[src/hdl/awba_pkg.sv]
// shared types and constants for the area weighted box average unit
`default_nettype none
package awba_pkg;

  localparam int PIX_W      = 16;
  localparam int WORD_W     = 4 * PIX_W;
  localparam int COORD_W    = 15;
  localparam int AREA_W     = 2 * COORD_W;
  localparam int QUO_W      = 17;
  localparam int DIM_W      = 7;
  localparam int PXY_W      = 6;
  localparam int CFG_IDX_W  = 1;
  localparam int DEF_MAX_WIDTH       = 64;
  localparam int DEF_MAX_HEIGHT      = 64;
  localparam int DEF_COORD_FRAC_BITS = 8;

  localparam logic [CFG_IDX_W-1:0] CFG_IMAGE_WIDTH  = 1'b0;
  localparam logic [CFG_IDX_W-1:0] CFG_IMAGE_HEIGHT = 1'b1;

  localparam logic FUNC_WRITE = 1'b0;
  localparam logic FUNC_QUERY = 1'b1;

  typedef enum logic [2:0] {
    ST_IDLE,
    ST_SCAN,
    ST_DRAIN,
    ST_DIV,
    ST_FIN
  } awba_state_t;

endpackage
`default_nettype wire

[src/hdl/awba_div.sv]
// rounding divider with q8.8 saturation, one quotient bit per cycle
`default_nettype none
module awba_div import awba_pkg::*; #(
  parameter int SUM_W = 64
) (
  input  wire logic                     clk,
  input  wire logic                     rst_n,
  input  wire logic                     start,
  input  wire logic signed [SUM_W-1:0]  sum,
  input  wire logic [AREA_W-1:0]        area,
  output logic                          done,
  output logic [PIX_W-1:0]              avg
);

  localparam int D_W  = AREA_W + 1;
  localparam int N_W  = (SUM_W + 2 > D_W + QUO_W) ? SUM_W + 2 : D_W + QUO_W;
  localparam int LAST = QUO_W + 2;

  logic              busy_r;
  logic [4:0]        step_r;
  logic              neg_r;
  logic [SUM_W-1:0]  mag_r;
  logic [AREA_W-1:0] a_r;
  logic [N_W-1:0]    n_r;
  logic [D_W-1:0]    rem_r;
  logic [QUO_W-1:0]  low_r;
  logic [QUO_W-1:0]  q_r;
  logic              sat_r;
  logic              done_r;
  logic [PIX_W-1:0]  avg_r;

  logic [D_W-1:0]    d;
  logic [D_W:0]      t;
  logic              ge;
  logic [D_W-1:0]    rem_nxt;
  logic [PIX_W-1:0]  avg_nxt;

  assign d       = {a_r, 1'b0};
  assign t       = {rem_r, low_r[QUO_W-1]};
  assign ge      = t >= {1'b0, d};
  assign rem_nxt = ge ? D_W'(t - {1'b0, d}) : D_W'(t);

  always_comb begin
    if (neg_r) begin
      avg_nxt = (sat_r || q_r > QUO_W'(32768)) ? 16'h8000 : PIX_W'(-q_r);
    end else begin
      avg_nxt = (sat_r || q_r > QUO_W'(32767)) ? 16'h7fff : q_r[PIX_W-1:0];
    end
  end

  always_ff @(posedge clk) begin
    if (!rst_n) begin
      busy_r <= 1'b0;
      step_r <= '0;
      done_r <= 1'b0;
    end else begin
      done_r <= 1'b0;
      if (start) begin
        busy_r <= 1'b1;
        step_r <= '0;
      end else if (busy_r) begin
        step_r <= step_r + 5'd1;
        if (step_r == 5'(LAST)) begin
          busy_r <= 1'b0;
          done_r <= 1'b1;
        end
      end
    end
  end

  always_ff @(posedge clk) begin
    if (start) begin
      neg_r <= sum[SUM_W-1];
      mag_r <= sum[SUM_W-1] ? SUM_W'(-sum) : SUM_W'(sum);
      a_r   <= area;
    end else if (busy_r) begin
      if (step_r == 5'd0) begin
        n_r <= N_W'({mag_r, 1'b0}) + N_W'(a_r);
      end else if (step_r == 5'd1) begin
        sat_r <= n_r >= (N_W'(d) << QUO_W);
        rem_r <= D_W'(n_r >> QUO_W);
        low_r <= n_r[QUO_W-1:0];
        q_r   <= '0;
      end else if (step_r < 5'(LAST)) begin
        rem_r <= rem_nxt;
        low_r <= {low_r[QUO_W-2:0], 1'b0};
        q_r   <= {q_r[QUO_W-2:0], ge};
      end else begin
        avg_r <= avg_nxt;
      end
    end
  end

  assign done = done_r;
  assign avg  = avg_r;

endmodule
`default_nettype wire

[config.mk]
export PLATFORM = sky130hd
export DESIGN_NAME = awba_div
export DESIGN_NICKNAME = d
export VERILOG_FILES = /design/src/hdl/awba_pkg.sv /design/src/hdl/awba_div.sv
export SDC_FILE = /design/constraint.sdc
export NUM_CORES = 1
export LEC_CHECK = 0
export BUFFER_PORTS_ARGS = -buffer_cell sky130_fd_sc_hd__buf_2
export CORE_UTILIZATION = 57
export CTS_BUF_LIST = sky130_fd_sc_hd__clkbuf_8
export CTS_CLUSTER_DIAMETER = 30
export DETAILED_ROUTE_END_ITERATION = 10
export MAX_ROUTING_LAYER = met4
export PLACE_DENSITY = 0.79
export SLEW_MARGIN = 25
export SYNTH_ARGS = -nofsm -noshare
export SYNTH_HDL_FRONTEND = slang
export SYNTH_SLANG_ARGS = --single-unit
[constraint.sdc]
create_clock -name clk -period 7.35 [get_ports clk]
set_input_delay 1.47 -clock clk [delete_from_list [all_inputs] [get_ports clk]]
set_output_delay 1.47 -clock clk [all_outputs]
set_load 0.005 [all_outputs]
-- Word level (Yosys, flattened, before mapping)
Cells that the tools add are included.
- bits in registers: 250
- input port bits: 97
- output and inout port bits: 17
- logic and storage cells: 55
- $add $sub $neg: 5
- magnitude comparators: 5
- eq/ne operators: 2
- mux-type cells: 14
- bitwise operators: 6
- reduce and logical (&&, ||, !) cells: 10
- operator list (operator ; number):
    31-bit 2-to-1 mux ; 3
    65-bit by 30-bit adder with 66-bit output ; 1
    66-bit by 48-bit greater-or-equal comparator with 1-bit output ; 1
    64-bit negation ; 1
    63-bit 2-to-1 mux ; 1
    17-bit 2-to-1 mux ; 3
    16-bit 2-to-1 mux ; 3
    32-bit by 31-bit greater-or-equal comparator with 1-bit output ; 1
    31-bit subtractor ; 1
    17-bit by 15-bit > comparator with 1-bit output, second input constant ; 1
    17-bit by 16-bit > comparator with 1-bit output, second input constant ; 1
    16-bit negation ; 1
    4-bit AND reduction ; 2
    1-bit NOT ; 6
    5-bit by 1-bit adder with 5-bit output, second input constant ; 1
    5-bit by 1-bit equality test with 1-bit output, second input constant ; 1
    5-bit equality test, second input constant ; 1
    5-bit zero test ; 1
    5-bit less-than comparator, second input constant ; 1
    5-bit AND reduction ; 1
    1-bit 2-to-1 mux ; 4
    3-bit AND reduction ; 1
    3-bit OR reduction ; 1
    1-bit logical OR ; 2
    2 further kinds ; 2

-- Depth between registers and ports, before layout
Gate-level depths: netlist of run 1.
- word-level depth: 4
- mapped depth: 12
- mapped depth without buffers: 11

-- Least setup slack after synthesis of run 1
Ideal clock, no wire load.
- path kind: input to register
- from: input port start
- to: register n_r[0], enable pin
- setup time: 0.585 ns
- arrival: 6.553 ns
- data required time: 6.765 ns
- path slack: 0.212 ns
- stages on the path: 3
- buffers on the path: 0
- cells stage by stage: nor2b_1 -> nand2_1 -> nor3b_1
- word-level cells in the longest chain between the ends: 2
- ends and longest elaborated chain (element ; RTL line ; source):
    start: declaration ; awba_div.sv:8 ; input wire logic start,
    1-bit NOT (no source line) ; n/a ;
    3-bit AND reduction (no source line) ; n/a ;
    end signal: assignment ; awba_div.sv:78 ; n_r <= N_W'({mag_r, 1'b0}) + N_W'(a_r);
    end: declaration ; awba_div.sv:24 ; logic [N_W-1:0] n_r;
Every way passes these cells.
A chain may end at the register's enable or synchronous reset.

-- Worst setup path in the final report of run 1
- from: register mag_r[1]
- to: register n_r[60], data pin
- word-level cells in the longest chain between the ends: 1
- ends and longest elaborated chain (element ; RTL line ; source):
    start: declaration ; awba_div.sv:22 ; logic [SUM_W-1:0] mag_r;
    start signal: assignment ; awba_div.sv:74 ; mag_r <= sum[SUM_W-1] ? SUM_W'(-sum) : SUM_W'(sum);
    65-bit by 30-bit adder with 66-bit output ; awba_div.sv:78 ;
Every way passes these cells.

==> flow_summary.toml, run 1 <==
[setup_path]
r2r_end = "n_r[60]"
critical_path_required_ps = 7620
regToRegSetupSlack_ps = 3470
cp-start-kind = "flip-flop"
worstReg2RegStart = "mag_r[1]"
cp-end-kind = "flip-flop"
max_stage_delay_ps = 540
path_cells = "ha_1, a211oi_1, nor4_1, a311oi_1, o31a_1, o21ai_1, a32oi_1, buf_2, nor4_1, xor2_1"
r2r_cells = 10
arrival_ps = 4150
cp_slowest_cell = "a311oi_1"
path_class = "flip-flop to flip-flop"
path_common_cell = "nor4_1"
worstPathMaxFanout = 8

[timing]
final_hold_viol_count = 0
slew-limit-headroom_pct = 35.7
grt_setup_unrepaired = "false"
final-setup-viol-count = 0
skew_ps = 20.4
period_needed_ps = 3880
worst_slew_pin_slew_ps = 964
drv_slew = 0
finalSetupTns_ps = 0
max_freq_mhz = 258
period_share_pct = 52.8

[synth]
syn_avg_cell_area_um2 = 10.6
synth_mux_area_share_pct = 1.06
synth_edf_count = 243
yosysMostFrequentCell = "edfxtp_1"
ys_seq_elements = 250
synth_xor_xnor_area_share_pct = 8.52
synthCells = 1439
syn_nets = 1633
synth_area_leader_cell = "edfxtp_1"
yosysSeqAreaShare_pct = 48.6
synth_top_cells_by_count = "edfxtp_1 (243), nand2_1 (161), xnor2_1 (99)"
synth_top_family_by_area = "simple AND/OR/NAND/NOR gates"
synth_flop_cell = "edfxtp_1"
synth_cell_types = 75
async_flop_share_pct = 0
yosysWarnings = 0
synth-adder-area-share_pct = 8.02
synth.top_cell.area_share_pct = 47.6
yosys.area_share.simple_pct = 16.6
synth_compound_area_share_pct = 14.6
synthTopCellsByArea = "edfxtp_1 (48%), ha_1 (7.8%), xnor2_1 (5.7%)"
syn_area_um2 = 15300

[finish]
areaGrowthSynthToFinish_pct = 11.7
seq_area_um2 = 7440
diodes = 0
drive_gt1_share_pct = 14.6
multi_input_area_um2 = 7500
n_fill_cell = 2020
layout.nets = 1758
design_area_um2 = 17100

[clock_tree]
cts-resized-gates = 0
htree_levels = 2
cts.clk_slew.worst_paths_ps = 60
root_buffer = "clkbuf_8"
cts-buffers-inserted = 49
holdBufCountCts = 0
postCtsSetupBuffers = 0
tritoncts = "yes"
cts.sinks = 250
clockBufferDepth = 3
worstSkewPairLatency_ps = 550

[routing]
via_count = 11700
via_per_inst = 6.05
wl_per_cell_um = 17.7
drc = 5
drt_pass1_iterations = 11
drtIter0Drc = 1181
wl_um = 34200
ant_nets = 0

[pwr]
p_per_area_nw_per_um2 = 219
ir_drop_mv = 0.123
p_leak_uw = 0.00666
power_uw = 3750

[die]
dieArea_um2 = 27500
fp.dieW_um = 166
io_pins = 114
rows = 59
initial_core_util_pct = 58.4
die-height_um = 166
core-area_um2 = 26200

[run]
max-cap-violations = 0

[global_routing]
grt_max_degree = 81
grt.overflow.total = 0
grt_antenna_before_repair = 0
grt_pass1_vias = 11100
grt.total_usage_pct = 25.9
grt_pass1_wl_um = 56200

[hold_path]
holdPathEnd = "low_r[3]"
hold_path.class = "flip-flop to flip-flop"
min_path_cells = 2
worstHoldStart = "low_r[2]"

[status]
violations = "DRC"
status = "finished, violations left"

[placed_design]
gp_congestion = 0.950
hpwl_um = 25600
portBuffers = 113
placed_area_um2 = 16200
layer usage:
layer,global-route usage [%],part of all wire [%],vias to the layer above
li1,-,-,5695
met1,35.1,46,5494
met2,40.5,46,451
met3,3.77,6.5,58
met4,8.21,2.3,0
met5,-,0,-
area by class of cell:
class                      count  area share (%)
inverter                      56            1.23
multi-input combinational   1087            43.8
sequential                   250            43.5
timing repair buffer         120            3.63
clock inverter                37            1.43
clock buffer                  49            3.94
tap                          335            2.45
critical path, delay by kind of cell (launching register included):
family | cells | cell delay (ps)
compound gates | 5 | 2050
flops | 1 | 490
fa+ha+maj | 1 | 360
simple gates | 2 | 210
xor+xnor | 1 | 180
buf+inv | 1 | 310
report_power, final:
part / switching (µW) / total [µW] / internal, µW
Clock: 593 / 1300 / 703
Sequential: 66.3 / 1760 / 1690
Combinational: 401 / 690 / 288
cells in the final DEF (no fill, tap or decap), types with 43 or more instances in the layout:
master	netlist	layout
nor2_1	76	76
inv_1	56	61
o21ai_0	64	64
nand3_1	51	51
a21o_1	43	43
edfxtp_1	243	243
xnor2_1	99	99
clkbuf_8	0	49
xor2_1	50	50
a21oi_1	78	77
buf_2	4	112
nand2_1	161	161
ha_1	95	95
cell families after synthesis:
logic type               Yosys count
AND/OR/NAND/NOR                  496
AO/OA/AOI/OAI                    329
XOR/XNOR                         149
flip-flops                       250
multiplexers                      16
buffers and inverters            102
adder cells (fa/ha/maj)           97
how the worst max path moves through the flow:
| stage | start | endpoint | slack [ps] | depth (start not counted) |
|---|---|---|---|---|
| finish | mag_r[1] | n_r[60] | 3470 | 10 |
| global route | mag_r[1] | n_r[60] | 3300 | 10 |
| CTS | a_r[24] | rem_r[24] | 3550 | 10 |
| detailed placement | sum[3] | mag_r[61] | 3120 | 9 |
| global placement | sum[3] | mag_r[61] | 3180 | 9 |
| floorplan | start | n_r[0] | 210 | 3 |
through the flow:
| stage | worst slack, ps | hold WS (ps) | utilization (%) | cells |
|---|---|---|---|---|
| finish | 3470 | 517 | 65.3 | 1934 |
| global route | 3300 | 537 | 65.3 | 1934 |
| CTS | 3550 | 522 | 65.3 | 1934 |
| detailed placement | 3120 | 502 | 61.8 | 1848 |
| global placement | 3180 | 495 | 61.7 | 1847 |
| floorplan | 212 | 464 | - | 1439 |
state kept, by name (all words and copies together), names as in the netlist:
register / flops
sat_r: 1
busy_r: 1
n_r: 66
rem_r: 31
neg_r: 1
done: 1
a_r: 30
q_r: 17
mag_r: 64
avg: 16
low_r: 17
step_r: 5
(Power assumes the default switching activity.)
==> run 2, diff against run 1 <==
--- a/config.mk
+++ b/config.mk
@@ -6,12 +6,12 @@
 export NUM_CORES = 1
 export LEC_CHECK = 0
 export BUFFER_PORTS_ARGS = -buffer_cell sky130_fd_sc_hd__buf_2
-export CORE_UTILIZATION = 57
+export CORE_UTILIZATION = 63
 export CTS_BUF_LIST = sky130_fd_sc_hd__clkbuf_8
 export CTS_CLUSTER_DIAMETER = 30
 export DETAILED_ROUTE_END_ITERATION = 10
 export MAX_ROUTING_LAYER = met4
-export PLACE_DENSITY = 0.79
+export PLACE_DENSITY = 0.83
 export SLEW_MARGIN = 25
 export SYNTH_ARGS = -nofsm -noshare
 export SYNTH_HDL_FRONTEND = slang
==> constraint.sdc (replaced) <==
create_clock -name clk -period 4 [get_ports clk]
set_input_delay 0.8 -clock clk [delete_from_list [all_inputs] [get_ports clk]]
set_output_delay 0.8 -clock clk [all_outputs]
set_load 0.005 [all_outputs]
==> flow_summary.toml, run 2 (same netlist as run 1, synthesis figures left out) <==
[status]
status = "completed"

[timing]
holdWs_ps = 394
worst_slew_pin_slew_ps = 1020
final-setup-viol-count = 0
grt_setup_unrepaired = "false"
final_hold_viol_count = 0
finalSetupTns_ps = 0
slew-limit-headroom_pct = 32.1
max_freq_mhz = 276
period_needed_ps = 3630
drv_slew = 0
skew_ps = 38.2
setup_ws_ps = 374
period_share_pct = 90.6

[clock_tree]
cts-buffers-inserted = 51
htree_levels = 2
cts.clk_slew.worst_paths_ps = 60
root_buffer = "clkbuf_8"
postCtsSetupBuffers = 0
tritoncts = "yes"
cts-resized-gates = 0
cts.sinks = 250
clockBufferDepth = 3
worstSkewPairLatency_ps = 580
holdBufCountCts = 0

[placed_design]
place_ws_ps = 455
portBuffers = 113
gp_congestion = 0.930
hpwl_um = 26600
placed_area_um2 = 16200

[routing]
via_per_inst = 6.19
drc = 0
drtIter0Drc = 1224
wl_um = 35900
wl_per_cell_um = 18.6
drt_pass1_iterations = 7
ant_nets = 0
via_count = 12000

[finish]
drive_gt1_share_pct = 15.2
layout.nets = 1766
layout_common_cells = "edfxtp_1 (243), nand2_1 (161), buf_2 (112)"
diodes = 0
n_fill_cell = 1704
seq_area_um2 = 7440
multi_input_area_um2 = 7510
top_regs = "n_r x66, mag_r x64, rem_r x31"
top_register = "n_r"
largest_register_ffs = 66
areaGrowthSynthToFinish_pct = 12.8
layout_commonest_cell = "edfxtp_1"
design_area_um2 = 17300

[setup_path]
r2r_end = "rem_r[26]"
worstReg2RegStart = "a_r[24]"
critical_path_required_ps = 4290
path_class = "flip-flop to flip-flop"
cp-start-kind = "flip-flop"
path_cells = "inv_1, ha_1, a21o_1, a21o_1, a2111oi_0, o211ai_1, a211o_1, nand2_1, buf_4, o2bb2ai_1, nor3_1"
cp-end-kind = "flip-flop"
max_stage_delay_ps = 600
cp_slowest_cell = "a2111oi_0"
crit_family = "compound AO/OA/AOI/OAI gates"
regToRegSetupSlack_ps = 370
r2r_cells = 11
crit_cells = 11
worstPathMaxFanout = 11
path_common_cell = "a21o_1"
arrival_ps = 3910
cp_num_buf_inv = 2

[global_routing]
grt.total_usage_pct = 30.7
grt.overflow.total = 0
grt_antenna_before_repair = 0
grt_max_degree = 77
grt_pass1_vias = 11400
grt_pass1_wl_um = 57800

[pwr]
power_uw = 7170
p_per_area_nw_per_um2 = 415
ir_drop_mv = 0.324
p_leak_uw = 0.00679

[die]
rows = 56
fp.dieW_um = 158
core-area_um2 = 23700
dieArea_um2 = 24900
initial_core_util_pct = 64.7
io_pins = 114
die-height_um = 158

[hold_path]
min_path_cells = 1
hold_path.class = "primary input to flip-flop"
holdPathEnd = "a_r[0]"
worstHoldStart = "area[0]"

[run]
max-cap-violations = 0
[run 2: cell types whose count changed in the layout (fill, tap and decap cells not counted)]
cell        delta
bufinv_16      +2
clkinvlp_4     +1
clkinv_2       -2
nor3b_4        +1
clkinv_4       +1
nor3b_2        -1
buf_12         +1
clkbuf_8       +3
inv_8          -1
inv_1         +10
clkinv_1       -6
buf_4          +5
inv_6          +1
[run 2: how the worst max path moves through the flow]
stage | startpoint | slack (ps) | end
2_1_floorplan | start | 750 | n_r[0]
3_3_place_gp | sum[13] | 580 | mag_r[61]
3_5_place_dp | a_r[24] | 460 | rem_r[26]
4_1_cts | a_r[24] | 440 | rem_r[26]
5_1_grt | a_r[1] | 250 | n_r[57]
6_report | a_r[24] | 370 | rem_r[26]
[run 2: area by class of cell]
cell class	count	share of cell area, %
Sequential cell	250	43.1
Inverter	56	1.22
Timing Repair Buffer	126	3.93
Clock buffer	52	4.14
Tap cell	319	2.31
Clock inverter	43	1.88
Multi-Input combinational cell	1087	43.5
[run 2: metal layers]
layer | part of all wire [%] | wire length [µm] | global-route usage, %
met1 | 45 | 16000 | 41.1
met2 | 46 | 16400 | 47.5
met3 | 6.8 | 2450 | 4.13
met4 | 3.0 | 1080 | 12.3
met5 | 0 | 0 | -
[run 2: metrics by stage]
stage / cells / util, %
6_report: 1933 / 72.9
2_1_floorplan: 1439 / -
4_1_cts: 1933 / 72.9
3_3_place_gp: 1838 / 68.5
5_1_grt: 1933 / 72.9
3_5_place_dp: 1838 / 68.5
[run 2: power breakdown]
part / internal, µW / switching (µW)
clock: 1490 / 1140
sequential: 3110 / 127
combinational: 542 / 757
